File: src/rtl/core/skl_pkg.sv
// shared types, codes and sizes for the sorted keyed list
// no dependencies
package skl_pkg;

  localparam int CAPACITY    = 32;
  localparam int IDX_W       = $clog2(CAPACITY);
  localparam int CNT_W       = $clog2(CAPACITY + 1);
  localparam int DATA_W      = 32;

  localparam int CMDQ_DEPTH  = 2;
  localparam int CMDQ_PTR_W  = $clog2(CMDQ_DEPTH);
  localparam int CMDQ_CNT_W  = $clog2(CMDQ_DEPTH + 1);

  localparam int RESQ_DEPTH  = 4;
  localparam int RESQ_PTR_W  = $clog2(RESQ_DEPTH);
  localparam int RESQ_CNT_W  = $clog2(RESQ_DEPTH + 1);

  typedef logic [1:0] opcode_t;
  typedef logic [1:0] status_t;

  localparam opcode_t OP_INSERT = 2'd0;
  localparam opcode_t OP_DELETE = 2'd1;
  localparam opcode_t OP_SHOW   = 2'd2;

  localparam status_t ST_OK       = 2'd0;
  localparam status_t ST_NOTFOUND = 2'd1;
  localparam status_t ST_FULL     = 2'd2;
  localparam status_t ST_EMPTY    = 2'd3;

  typedef struct packed {
    opcode_t                  op;
    logic signed [DATA_W-1:0] key;
    logic signed [DATA_W-1:0] value;
  } cmd_t;

  typedef struct packed {
    status_t                  status;
    logic signed [DATA_W-1:0] key;
    logic signed [DATA_W-1:0] value;
    logic                     last;
  } res_t;

endpackage

File: src/rtl/core/skl_front.sv
// front end: accepts input words, drops unused opcodes, queues commands
// depends on skl_pkg
module skl_front import skl_pkg::*; (
  input  logic                     clk,
  input  logic                     rst_n,
  input  logic                     in_push,
  output logic                     in_full,
  input  logic [1:0]               in_opcode,
  input  logic signed [DATA_W-1:0] in_key,
  input  logic signed [DATA_W-1:0] in_value,
  output logic                     cmd_valid,
  output cmd_t                     cmd,
  input  logic                     cmd_pop
);

  cmd_t                  mem_r [CMDQ_DEPTH];
  logic [CMDQ_PTR_W-1:0] wr_ptr_r, wr_ptr_nxt;
  logic [CMDQ_PTR_W-1:0] rd_ptr_r, rd_ptr_nxt;
  logic [CMDQ_CNT_W-1:0] cnt_r, cnt_nxt;
  logic                  accept;
  logic                  enq;
  logic                  deq;
  logic                  known_op;

  assign in_full   = (cnt_r == CMDQ_CNT_W'(CMDQ_DEPTH));
  assign accept    = in_push && !in_full;
  assign known_op  = (in_opcode == OP_INSERT) || (in_opcode == OP_DELETE) ||
                     (in_opcode == OP_SHOW);
  assign enq       = accept && known_op;
  assign cmd_valid = (cnt_r != '0);
  assign deq       = cmd_pop && cmd_valid;
  assign cmd       = mem_r[rd_ptr_r];

  always_comb begin
    wr_ptr_nxt = enq ? wr_ptr_r + 1'b1 : wr_ptr_r;
    rd_ptr_nxt = deq ? rd_ptr_r + 1'b1 : rd_ptr_r;
    case ({enq, deq})
      2'b10:   cnt_nxt = cnt_r + 1'b1;
      2'b01:   cnt_nxt = cnt_r - 1'b1;
      default: cnt_nxt = cnt_r;
    endcase
  end

  always_ff @(posedge clk) begin
    if (enq) begin
      mem_r[wr_ptr_r] <= '{op: in_opcode, key: in_key, value: in_value};
    end
  end

  always_ff @(posedge clk) begin
    if (!rst_n) begin
      wr_ptr_r <= '0;
      rd_ptr_r <= '0;
      cnt_r    <= '0;
    end else begin
      wr_ptr_r <= wr_ptr_nxt;
      rd_ptr_r <= rd_ptr_nxt;
      cnt_r    <= cnt_nxt;
    end
  end

endmodule

File: config.mk
export PLATFORM = sky130hd
export DESIGN_NAME = skl_front
export DESIGN_NICKNAME = d
export VERILOG_FILES = /design/src/rtl/core/skl_pkg.sv /design/src/rtl/core/skl_front.sv
export SDC_FILE = /design/constraint.sdc
export NUM_CORES = 1
export LEC_CHECK = 0
export BUFFER_PORTS_ARGS = -buffer_cell sky130_fd_sc_hd__buf_2
export CORE_MARGIN = 3
export CORE_UTILIZATION = 52
export DETAILED_ROUTE_END_ITERATION = 7
export MAX_ROUTING_LAYER = met4
export PLACE_DENSITY = 0.83
export SLEW_MARGIN = 20
export SYNTH_ARGS = -nofsm -noshare
export SYNTH_HDL_FRONTEND = slang
export SYNTH_SLANG_ARGS = --single-unit
File: constraint.sdc
create_clock -name clk -period 5.6 [get_ports clk]
set_input_delay 1.12 -clock clk [delete_from_list [all_inputs] [get_ports clk]]
set_output_delay 1.12 -clock clk [all_outputs]
set_load 0.01 [all_outputs]
==> impl_results.md <==
- Setup bufs post-CTS: 0
- GRT Resource Usage Total: 17.2%
- Reg2reg path depth: 4
- Root buf cell: clkbuf_8
- Most common cell in the netlist: edfxtp_1
- # port buffers: 137
- Clk pin slew, worst setup/hold paths: 0.06 ns
- Final hold viol count: 0
- Layout Cell Area excl Fill: 6370 um^2
- RSZ-0062 raised after global routing: false
- Layout Utilization: 68.7%
- Nets: 454
- Setup ws final: 2.08 ns
- Worst hold-check path type: reg -> reg
- Post-route minimum period: 3.52 ns
- Remaining Overflow, GRT: 0
- Critical Path Start Type: flop
- Critical Path, Cell by Cell: buf_4, mux2_2, buf_2
- Critical Setup Path Class: reg -> out
- First-pass GRT wire length: 13700 um
- Hold buffers post-CTS: 0
- Setup TNS: 0 ns
- Worst-Skew Late Latency: 0.50 ns
- Slew @ Worst Pin: 0.967 ns
- Synth area leaders: edfxtp_1 79%, mux2_2 15%, dfxtp_1 2.0%
- # DRC: 0
- Layout cells sized above 1: 60.4%
- Area grow syn2layout: 27.8%
- Fillcell total: 645
- Worst Skew: 0.00893 ns
- Slowest CP cell: dfxtp_2
- Synthesized area per cell: 21.6 um^2
- Seq cells post-synth: 137
- Synth cell types: 19
- PostCTS Resize Cnt: 0
- Core ar.: 9280 um^2
- Area of the multi-input gates: 891 um^2
- Area share of the largest cell type after synthesis: 79.5%
- Post-place instance area: 5830 um^2
- P_leak: 2.37 nW
- Status: completed
- Critical path arrival: 2.40 ns
- Slew Limit Headroom: 35.4%
- Post-route clock period utilization: 62.8%
- Starting DRT DRC Count: 133
- Clock sink count: 137
- Reg2Reg Setup Slack: 2.98 ns
- Maximum clock rate: 284 MHz
- R2R Path End: mem_r[0][4]$_DFFE_PP_
- Most frequently used flop master after synthesis: edfxtp_1
- Synth top cells by count: 132 x edfxtp_1, 66 x mux2_2, 5 x dfxtp_1, 4 x buf_4
- Routed WL: 8720 um
- Cell area after synthesis: 4990 um^2
- TritonCTS buffer count: 17
- Num ports: 138
- Vias post-DR: 2584
- Effective utilization at floorplan: 53.7%
- Cells after synthesis: 231
- Peak supply drop: 250 uV
- CTS tree: built
- Max-slew violation count: 0
- Post-synth EDFFs: 132
- HPWL after DPL: 5820 um
- Post-synthesis async set-or-reset flop share: 0%
- Power per Cell Area: 461 nW/um^2
- Final count of negative-setup-slack endpoints: 0
- WL per Instance: 16.6 um
- Vias per std cell: 4.91
- Vias in the first global route: 2755
- Worst r2r src: cnt_r[0]$_SDFFE_PN0P_
- DIE AREA: 10800 um^2
- H-tree depth: 4
- Net Count, Synth: 302
- Peak fanout along the critical path: 36
- Seq. cell area: 4070 um^2
- Critical Path RT: 4.48 ns
- # rows: 35
- Clk buf depth: 2
- Worst stage delay on the critical path: 0.79 ns
- Setup slack after placement: 2.26 ns
- Max Cap Violations: 0
- Sequential fraction of the synthesis area: 81.5%
- Cell taking the most area after synthesis: edfxtp_1
- Placer Congestion: 0.704
- Router iterations before antenna repair: 4
- Die Span X: 104 um
- Largest net degree at the start of global routing: 37
- Antenna-violating nets left: 0
- Yosys warns: 0
- Critical path destination: cmd[16]
- Die height: 104 um
- Worst Setup End Kind: output port
- Initial antenna violation count: 1
-- logic make-up after synthesis --
family                   after synthesis  synth area share, %
flip-flops                           137                 81.5
multiplexers                          67                 15.1
AND/OR/NAND/NOR                       12                 1.28
buffers and inverters                  8                0.978
AO/OA/AOI/OAI                          3                0.401
XOR/XNOR                               3                0.527
adder cells (fa/ha/maj)                1                0.251
-- stage by stage --
stage | cells | total power, mW | hold slack [ns]
4_1_cts | 525 | 2.97 | 0.515
3_3_place_gp | 493 | 1.95 | 0.484
5_1_grt | 526 | 3.07 | 0.549
6_report | 526 | 2.94 | 0.509
3_5_place_dp | 493 | 1.96 | 0.500
2_1_floorplan | 231 | 1.74 | 0.451
-- routing by layer --
metal	vias to the layer above	GRT usage [%]	routed length, um
met5	-	-	0
met4	0	6.36	53
met3	7	5.52	631
met2	111	26.6	4280
met1	1242	21.4	3750
li1	1224	-	-
-- sequential cells by signal, summed over array words and instances, names as in the netlist, named ones only --
| register | flops |
|---|---|
| wr_ptr_r | 1 |
| rd_ptr_r | 1 |
| cnt_r | 2 |
| mem_r | 132 |
-- report_power, final --
group	switching (mW)	internal [mW]	total [mW]	leakage (nW)
clock network	0.408	0.591	1.00	0.249
registers	0.0622	1.26	1.32	1.26
logic	0.306	0.305	0.612	0.853
-- cell usage in the layout (no fill, tap or decap), types with 2 or more instances in the layout --
cell type / synthesis / final
clkbuf_1: 0 / 2
nand2_1: 3 / 3
dfxtp_1: 5 / 4
clkinvlp_4: 0 / 5
buf_4: 4 / 3
nor2b_1: 3 / 3
buf_2: 3 / 137
clkbuf_16: 0 / 16
mux2_2: 66 / 66
nor2_4: 0 / 2
inv_6: 0 / 4
xnor2_1: 3 / 3
edfxtp_1: 132 / 132
-- worst min path at each step --
| stage | from | endpoint | cells past startpoint |
|---|---|---|---|
| 4_1_cts | cnt_r[1]$_SDFFE_PN0P_ | cnt_r[1]$_SDFFE_PN0P_ | 2 |
| 6_report | cnt_r[1]$_SDFFE_PN0P_ | cnt_r[1]$_SDFFE_PN0P_ | 2 |
| 2_1_floorplan | wr_ptr_r$_SDFFE_PN0N_ | wr_ptr_r$_SDFFE_PN0N_ | 2 |
| 3_3_place_gp | cnt_r[1]$_SDFFE_PN0P_ | cnt_r[1]$_SDFFE_PN0P_ | 2 |
| 3_5_place_dp | cnt_r[1]$_SDFFE_PN0P_ | cnt_r[1]$_SDFFE_PN0P_ | 2 |
| 5_1_grt | wr_ptr_r$_SDFFE_PN0N_ | wr_ptr_r$_SDFFE_PN0N_ | 2 |
-- worst max-delay path, delay by kind of cell, from the launching register on --
family,cells,cell delay [ns]
DFF,1,0.79
muxes,1,0.41
buffers and inverters,2,0.67
-- area by class of cell --
class | count | share of cell area, %
multi-input combinational | 86 | 14.0
antenna | 1 | 0.0393
sequential | 137 | 63.8
timing repair buffer | 140 | 11.1
tap | 129 | 2.53
clock inverter | 13 | 1.88
inverter | 1 | 0.0589
clock buffer | 19 | 6.62
(Power assumes the default switching activity.)
