**src/rtl/core/skl_pkg.sv**
```systemverilog
// shared types, codes and sizes for the sorted keyed list
// no dependencies
package skl_pkg;

  localparam int CAPACITY    = 32;
  localparam int IDX_W       = $clog2(CAPACITY);
  localparam int CNT_W       = $clog2(CAPACITY + 1);
  localparam int DATA_W      = 32;

  localparam int CMDQ_DEPTH  = 2;
  localparam int CMDQ_PTR_W  = $clog2(CMDQ_DEPTH);
  localparam int CMDQ_CNT_W  = $clog2(CMDQ_DEPTH + 1);

  localparam int RESQ_DEPTH  = 4;
  localparam int RESQ_PTR_W  = $clog2(RESQ_DEPTH);
  localparam int RESQ_CNT_W  = $clog2(RESQ_DEPTH + 1);

  typedef logic [1:0] opcode_t;
  typedef logic [1:0] status_t;

  localparam opcode_t OP_INSERT = 2'd0;
  localparam opcode_t OP_DELETE = 2'd1;
  localparam opcode_t OP_SHOW   = 2'd2;

  localparam status_t ST_OK       = 2'd0;
  localparam status_t ST_NOTFOUND = 2'd1;
  localparam status_t ST_FULL     = 2'd2;
  localparam status_t ST_EMPTY    = 2'd3;

  typedef struct packed {
    opcode_t                  op;
    logic signed [DATA_W-1:0] key;
    logic signed [DATA_W-1:0] value;
  } cmd_t;

  typedef struct packed {
    status_t                  status;
    logic signed [DATA_W-1:0] key;
    logic signed [DATA_W-1:0] value;
    logic                     last;
  } res_t;

endpackage

```
**src/rtl/core/skl_resq.sv**
```systemverilog
// result queue between the cell row and the output ports
// depends on skl_pkg
module skl_resq import skl_pkg::*; (
  input  logic                     clk,
  input  logic                     rst_n,
  input  logic                     res_push,
  input  res_t                     res,
  output logic                     res_full,
  output logic                     out_empty,
  input  logic                     out_pop,
  output logic [1:0]               out_status,
  output logic signed [DATA_W-1:0] out_key,
  output logic signed [DATA_W-1:0] out_value,
  output logic                     out_last
);

  res_t                  mem_r [RESQ_DEPTH];
  logic [RESQ_PTR_W-1:0] wr_ptr_r, wr_ptr_nxt;
  logic [RESQ_PTR_W-1:0] rd_ptr_r, rd_ptr_nxt;
  logic [RESQ_CNT_W-1:0] cnt_r, cnt_nxt;
  logic                  enq;
  logic                  deq;
  res_t                  head;

  assign res_full  = (cnt_r == RESQ_CNT_W'(RESQ_DEPTH));
  assign out_empty = (cnt_r == '0);
  assign enq       = res_push && !res_full;
  assign deq       = out_pop && !out_empty;

  assign head       = mem_r[rd_ptr_r];
  assign out_status = head.status;
  assign out_key    = head.key;
  assign out_value  = head.value;
  assign out_last   = head.last;

  always_comb begin
    wr_ptr_nxt = enq ? wr_ptr_r + 1'b1 : wr_ptr_r;
    rd_ptr_nxt = deq ? rd_ptr_r + 1'b1 : rd_ptr_r;
    case ({enq, deq})
      2'b10:   cnt_nxt = cnt_r + 1'b1;
      2'b01:   cnt_nxt = cnt_r - 1'b1;
      default: cnt_nxt = cnt_r;
    endcase
  end

  always_ff @(posedge clk) begin
    if (enq) begin
      mem_r[wr_ptr_r] <= res;
    end
  end

  always_ff @(posedge clk) begin
    if (!rst_n) begin
      wr_ptr_r <= '0;
      rd_ptr_r <= '0;
      cnt_r    <= '0;
    end else begin
      wr_ptr_r <= wr_ptr_nxt;
      rd_ptr_r <= rd_ptr_nxt;
      cnt_r    <= cnt_nxt;
    end
  end

endmodule

```
**config.mk**
```make
export PLATFORM = sky130hd
export DESIGN_NAME = skl_resq
export DESIGN_NICKNAME = d
export VERILOG_FILES = /design/src/rtl/core/skl_pkg.sv /design/src/rtl/core/skl_resq.sv
export SDC_FILE = /design/constraint.sdc
export NUM_CORES = 1
export LEC_CHECK = 0
export BUFFER_PORTS_ARGS = -buffer_cell sky130_fd_sc_hd__buf_4
export CORE_UTILIZATION = 61
export CTS_CLUSTER_SIZE = 20
export DETAILED_ROUTE_END_ITERATION = 6
export PLACE_DENSITY = 0.84
export SLEW_MARGIN = 10
export SYNTH_ARGS = -nofsm -noshare
export SYNTH_HDL_FRONTEND = slang
export SYNTH_SLANG_ARGS = --single-unit
export TNS_END_PERCENT = 10
```
**constraint.sdc**
```tcl
create_clock -name clk -period 6.2 [get_ports clk]
set_input_delay 0.93 -clock clk [delete_from_list [all_inputs] [get_ports clk]]
set_output_delay 0.93 -clock clk [all_outputs]
set_load 0.02 [all_outputs]
```
==> flow_summary.ini, run 1 <==
[global_routing]
antenna_found_initial = 0
globalRoute.totalOverflow = 0
grt_pass1_vias = 4907
grt_pass1_wl_um = 27700
grt_use_total_pct = 21.8
pin_count_of_the_biggest_net_entering_global_routing = 68

[routing]
detail_route.vias_per_cell = 5.79
final_routed_wirelength_across_all_metal_layers_um = 18300
dr.pass1.iters = 4
route.antenna.remaining_nets = 0
drt-initial-drc-count = 285
drt-wirelength-per-cell_um = 23.1
dr_total_vias = 4571
post-route-drc-count = 0

[synth]
synthDominantAreaCellType = sky130_fd_sc_hd__edfxtp_1
syn-cell-area_um2 = 10200
yosys_register_bits = 277
post-synth-top-area-fraction_pct = 79.0
asyncSetResetFlopFracSynth_pct = 0
synthesis.instances = 404
synthTopCellsByArea = sky130_fd_sc_hd__edfxtp_1 79%, sky130_fd_sc_hd__mux4_2 15%, sky130_fd_sc_hd__dfxtp_1 1.8%
synth_sequential_area_ratio_pct = 80.7
ys_top_cells_by_count = 268 x sky130_fd_sc_hd__edfxtp_1, 67 x sky130_fd_sc_hd__mux4_2, 9 x sky130_fd_sc_hd__dfxtp_1
synthMostInstantiatedCell = sky130_fd_sc_hd__edfxtp_1
yosys_warnings = 0
synthFlopType = sky130_fd_sc_hd__edfxtp_1
mean_cell_area_of_the_mapped_netlist_um2 = 25.2
synth_cell_types = 26
synthesis.nets = 481
edff_count_synth = 268

[power_and_ir_drop]
power.clock.fraction_pct = 30.1
power.static_leakage_nw = 4.11
p_total_mw = 5.13
combinationalPowerShare_pct = 23.0
power_density_over_the_cells_nw_per_um2 = 420
share_of_total_power_consumed_by_net_switching_pct = 26.9
seqPwrFrac_pct = 46.9
p_sw_mw = 1.38
internal_power_component_mw = 3.75
vdd_ir_drop_max_uv = 344

[final_layout]
antennaDiodeCount = 0
flow.area_growth_from_synthesis_pct = 19.9
multi_input_area_um2 = 1800
n_fill_cell = 869
layout.core_utilization_pct = 75.8
num-nets-final = 633
fraction_of_final_layout_cells_with_drive_strength_greater_than_1_pct = 44.6
final-seq-area_um2 = 8240

[sta]
report.final.setup_viol = 0
maxSlewViolCount = 0
tightestPinTransition_ns = 1.03
maxClockFrequency_ghz = 0.270
unrepaired_setup_endpoints_after_global_routing = false
slew_headroom_pct = 31.1
fin_worst_skew_ns = 0.00863
setup_total_negative_slack_ns = 0
timing.final.hold_violations = 0
period_needed_ns = 3.70
layout_worst_path_cycle_share_pct = 59.7

[clocking]
cts_buffer_depth = 3
post_cts_setup_driven_buffer_insertion_count = 0
cts.hold.buffers_added = 0
cts_made_buffers = 27
cts-htree-levels = 1
cts.root.buffer_cell = sky130_fd_sc_hd__clkbuf_16
worst_setup_hold_path_clk_slew_ns = 0.06
tritoncts = built
clock_insertion_delay_worst_skew_ns = 0.51
cts_repair_resize_count = 0
numClockSinks = 277

[placement]
port_buffers = 139
post_detailed_placement_half_perimeter_wirelength_um = 10200
gpl_wtd_cong = 0.714

[floorplan]
chipWidth_um = 131
fp-row-count = 46
die_y_um = 131
design.die.area_um2 = 17200
pin_count = 140
core_um2 = 16100
floorplan.initialDensity_pct = 63.2

[worst_hold_path]
hold_class = register to register

[worst_setup_path]
crit_path_max_fanout = 45
crit_type = register to primary output
critPathSlowestCell = sky130_fd_sc_hd__dfxtp_4
cp_data_required_time_ns = 5.27
cp-start-kind = register
critical_path_arrival_ns = 2.77
worstPathCellList = buf_4 > mux4_2 > buf_4
cp-end-kind = primary output
crit_path_frequent_cell = sky130_fd_sc_hd__buf_4
cpPeakStageDelay_ns = 0.93

[run]
maxCapViolations = 0

[outcome]
run_status = completed
power groups by stage:
| stage | clock network [mW] | logic (mW) | registers [mW] |
|---|---|---|---|
| floorplan | 0 | 0.880 | 2.34 |
| global placement | 0 | 1.17 | 2.44 |
| detailed placement | 0 | 1.19 | 2.45 |
| CTS | 1.56 | 1.20 | 2.42 |
| global route | 1.63 | 1.25 | 2.44 |
| finish | 1.54 | 1.18 | 2.41 |
layout make-up:
cell class / count / area share, %
sequential: 277 / 67.4
multi-input combinational: 104 / 14.7
timing repair buffer: 140 / 8.60
clock buffer: 32 / 5.85
tap: 216 / 2.21
clock inverter: 15 / 1.07
inverter: 6 / 0.184
flip-flops by register name, summed over array words and instances, names as in the netlist, named ones only:
register	count
rd_ptr_r	2
cnt_r	3
mem_r	268
wr_ptr_r	2
layer usage:
| metal | track usage [%] | vias up | routed length, um |
|---|---|---|---|
| met5 | 0 | - | 0 |
| met2 | 37.5 | 169 | 9610 |
| met4 | 6.91 | 0 | 488 |
| met3 | 4.75 | 37 | 1260 |
| met1 | 27.9 | 2353 | 6900 |
| li1 | - | 2012 | - |
path summary, 6_finish.rpt:
kind          startpoint       endpoint  slack (ns)  cells after the start
max reg2reg     cnt_r[2]       cnt_r[2]        3.87                      9
min          wr_ptr_r[0]    wr_ptr_r[0]        0.51                      2
max             register  out_value[16]        2.50                      3
min reg2reg  wr_ptr_r[0]    wr_ptr_r[0]        0.51                      2
critical path, delay by kind of cell, from the launching register on:
kind	cells	cell delay, ns
flops	1	0.93
buf+inv	2	0.72
mux	1	0.58
cells in the final DEF, fill, tap and decap left out, drive strengths merged:
cell type	netlist	final
a21boi	2	2
and2	6	6
buf	15	140
bufinv	0	2
clkbuf	2	32
clkinv	0	11
clkinvlp	0	2
dfxtp	9	9
edfxtp	268	268
fa	1	1
ha	5	5
inv	6	6
mux2i	2	2
mux4	67	67
nand2	7	7
nor2b	2	2
nor3	1	1
nor3b	1	1
o21ai	5	5
or3	2	2
or4bb	1	1
xnor2	1	1
xor2	1	1
through the flow:
| step | setup WS, ns | cells | hold slack (ns) | instance area [um2] |
|---|---|---|---|---|
| after floorplan | 2.89 | 404 | 0.453 | 10200 |
| after global placement | 2.94 | 743 | 0.474 | 11400 |
| after detailed placement | 2.92 | 743 | 0.491 | 11400 |
| after CTS | 2.38 | 790 | 0.511 | 12200 |
| after global routing | 2.24 | 790 | 0.555 | 12200 |
| final | 2.50 | 790 | 0.509 | 12200 |
kinds of logic (layout without fill, tap and decap cells):
family | Yosys count | after routing | share of synthesized area, %
AO/OA/AOI/OAI | 7 | 7 | 0.393
XOR/XNOR | 2 | 2 | 0.172
adder cells (fa/ha/maj) | 6 | 6 | 0.810
buffers and inverters | 23 | 193 | 1.73
flip-flops | 277 | 277 | 80.7
multiplexers | 69 | 69 | 15.0
AND/OR/NAND/NOR | 20 | 20 | 1.15
(Power assumes the default switching activity.)
==> run 2: changes to the inputs <==
--- a/config.mk
+++ b/config.mk
@@ -6,10 +6,10 @@
 export NUM_CORES = 1
 export LEC_CHECK = 0
 export BUFFER_PORTS_ARGS = -buffer_cell sky130_fd_sc_hd__buf_4
-export CORE_UTILIZATION = 61
+export CORE_UTILIZATION = 57
 export CTS_CLUSTER_SIZE = 20
 export DETAILED_ROUTE_END_ITERATION = 6
-export PLACE_DENSITY = 0.84
+export PLACE_DENSITY = 0.79
 export SLEW_MARGIN = 10
 export SYNTH_ARGS = -nofsm -noshare
 export SYNTH_HDL_FRONTEND = slang
==> constraint.sdc (replaced) <==
create_clock -name clk -period 3.7 [get_ports clk]
set_input_delay 0.555 -clock clk [delete_from_list [all_inputs] [get_ports clk]]
set_output_delay 0.555 -clock clk [all_outputs]
set_load 0.02 [all_outputs]
==> flow_summary.ini, run 2 (synthesis gave the netlist of run 1 again) <==
[clocking]
clock_insertion_delay_worst_skew_ns = 0.51
worst_setup_hold_path_clk_slew_ns = 0.06
numClockSinks = 277
post_cts_setup_driven_buffer_insertion_count = 0
cts_made_buffers = 27
tritoncts = built
cts_repair_resize_count = 0
cts.hold.buffers_added = 0
cts_buffer_depth = 3
cts.root.buffer_cell = sky130_fd_sc_hd__clkbuf_16
cts-htree-levels = 1

[sta]
period_needed_ns = 2.92
timing.final.hold_violations = 0
report.final.setup_viol = 0
final_critical_path_setup_slack_ns = 0.777
setup_total_negative_slack_ns = 0
layout_worst_path_cycle_share_pct = 79.0
unrepaired_setup_endpoints_after_global_routing = false
maxSlewViolCount = 0
maxClockFrequency_ghz = 0.342
slew_headroom_pct = 35.0
fin_worst_skew_ns = 0.00719
tightestPinTransition_ns = 0.975

[routing]
drt-wirelength-per-cell_um = 22.0
post-route-drc-count = 0
route.antenna.remaining_nets = 0
final_routed_wirelength_across_all_metal_layers_um = 17700
dr.pass1.iters = 4
dr_total_vias = 4568
drt-initial-drc-count = 343
detail_route.vias_per_cell = 5.67

[final_layout]
regMostFlops = mem_r
largest_reg_flops = 268
final_design_area_no_fill_um2 = 12300
layout.cells.most_common = sky130_fd_sc_hd__edfxtp_1
fraction_of_final_layout_cells_with_drive_strength_greater_than_1_pct = 43.8
num-nets-final = 639
antennaDiodeCount = 0
final-instance-count-excl-fill = 805
flow.area_growth_from_synthesis_pct = 20.4
layout_top_registers = mem_r: 268 flops, cnt_r: 3 flops
most-common-layout-cells = 268 x sky130_fd_sc_hd__edfxtp_1, 142 x sky130_fd_sc_hd__buf_4, 67 x sky130_fd_sc_hd__mux4_2, 27 x sky130_fd_sc_hd__clkbuf_16

[placement]
placement.setup.worst_slack_ns = 1.23
gpl_wtd_cong = 0.689
place_inst = 758
post_dp_cell_area_um2 = 11500
port_buffers = 139
post_detailed_placement_half_perimeter_wirelength_um = 10500

[global_routing]
grt_pass1_vias = 4864
grt_use_total_pct = 19.9
antenna_found_initial = 0
grt_pass1_wl_um = 27100
pin_count_of_the_biggest_net_entering_global_routing = 68
globalRoute.totalOverflow = 0

[run]
maxCapViolations = 0

[floorplan]
pin_count = 140
die_y_um = 136
design.die.area_um2 = 18400
fp-row-count = 48
core_um2 = 17400
floorplan.initialDensity_pct = 58.7
chipWidth_um = 136

[worst_setup_path]
r2r_cell_count = 9
critical_path_arrival_ns = 2.37
cp-end-kind = primary output
cp_data_required_time_ns = 3.14
rr_startpoint = cnt_r[2]
crit_path_max_fanout = 29
crit_type = register to primary output
cp-start-kind = register

[worst_hold_path]
hold_class = input port to register
holdPathStages = 1
hold_crit_start = res[64]

[outcome]
run_status = completed

[power_and_ir_drop]
power.static_leakage_nw = 4.12
power_density_over_the_cells_nw_per_um2 = 692
vdd_ir_drop_max_uv = 612
[run 2: changes by cell type in the layout (fill, tap and decap cells not counted), moves of 3 or more]
cell,previous run,this run
sky130_fd_sc_hd__buf_12,0,4
sky130_fd_sc_hd__clkinv_2,8,5
sky130_fd_sc_hd__clkbuf_1,3,7
sky130_fd_sc_hd__clkinv_1,2,6
[run 2: cell type report]
class	count	area (um2)
sequential	277	8240
fill	1028	5080
multi-input combinational	104	1800
timing repair buffer	146	1150
clock buffer	34	702
tap	225	282
clock inverter	13	88.8
inverter	6	22.5
[run 2: stage by stage]
step	util, %	power, mW	hold slack [ns]
final	70.7	8.50	0.247
after global routing	70.7	8.84	0.224
after CTS	70.7	8.59	0.227
after detailed placement	66.2	6.15	0.479
after global placement	66.2	6.08	0.474
after floorplan	-	5.39	0.453
[run 2: worst max-delay path, stage by stage, from the launching register on]
cell and delay, ns:
sky130_fd_sc_hd__dfxtp_4 0.72, sky130_fd_sc_hd__buf_12 0.32, sky130_fd_sc_hd__mux4_2 0.58, sky130_fd_sc_hd__buf_4 0.18
[run 2: path summary, 6_finish.rpt]
check,endpoint,slack [ns]
worst min-delay path,mem_r[0][64],0.25
worst max register to register,cnt_r[2],1.22
worst max-delay path,out_value[5],0.78
worst min register to register,register,0.49
[run 2: metal layers]
metal	GRT usage, %	share of wire, %
met1	26.2	39
met2	33.6	52
met3	5.16	7.4
met4	4.62	1.5
met5	0	0
[run 2: report_power, final]
group | leakage (nW) | switching [mW] | internal, mW
clock network | 0.390 | 1.04 | 1.41
registers | 2.53 | 0.197 | 3.78
logic | 1.20 | 1.06 | 1.02
total | 4.12 | 2.29 | 6.21
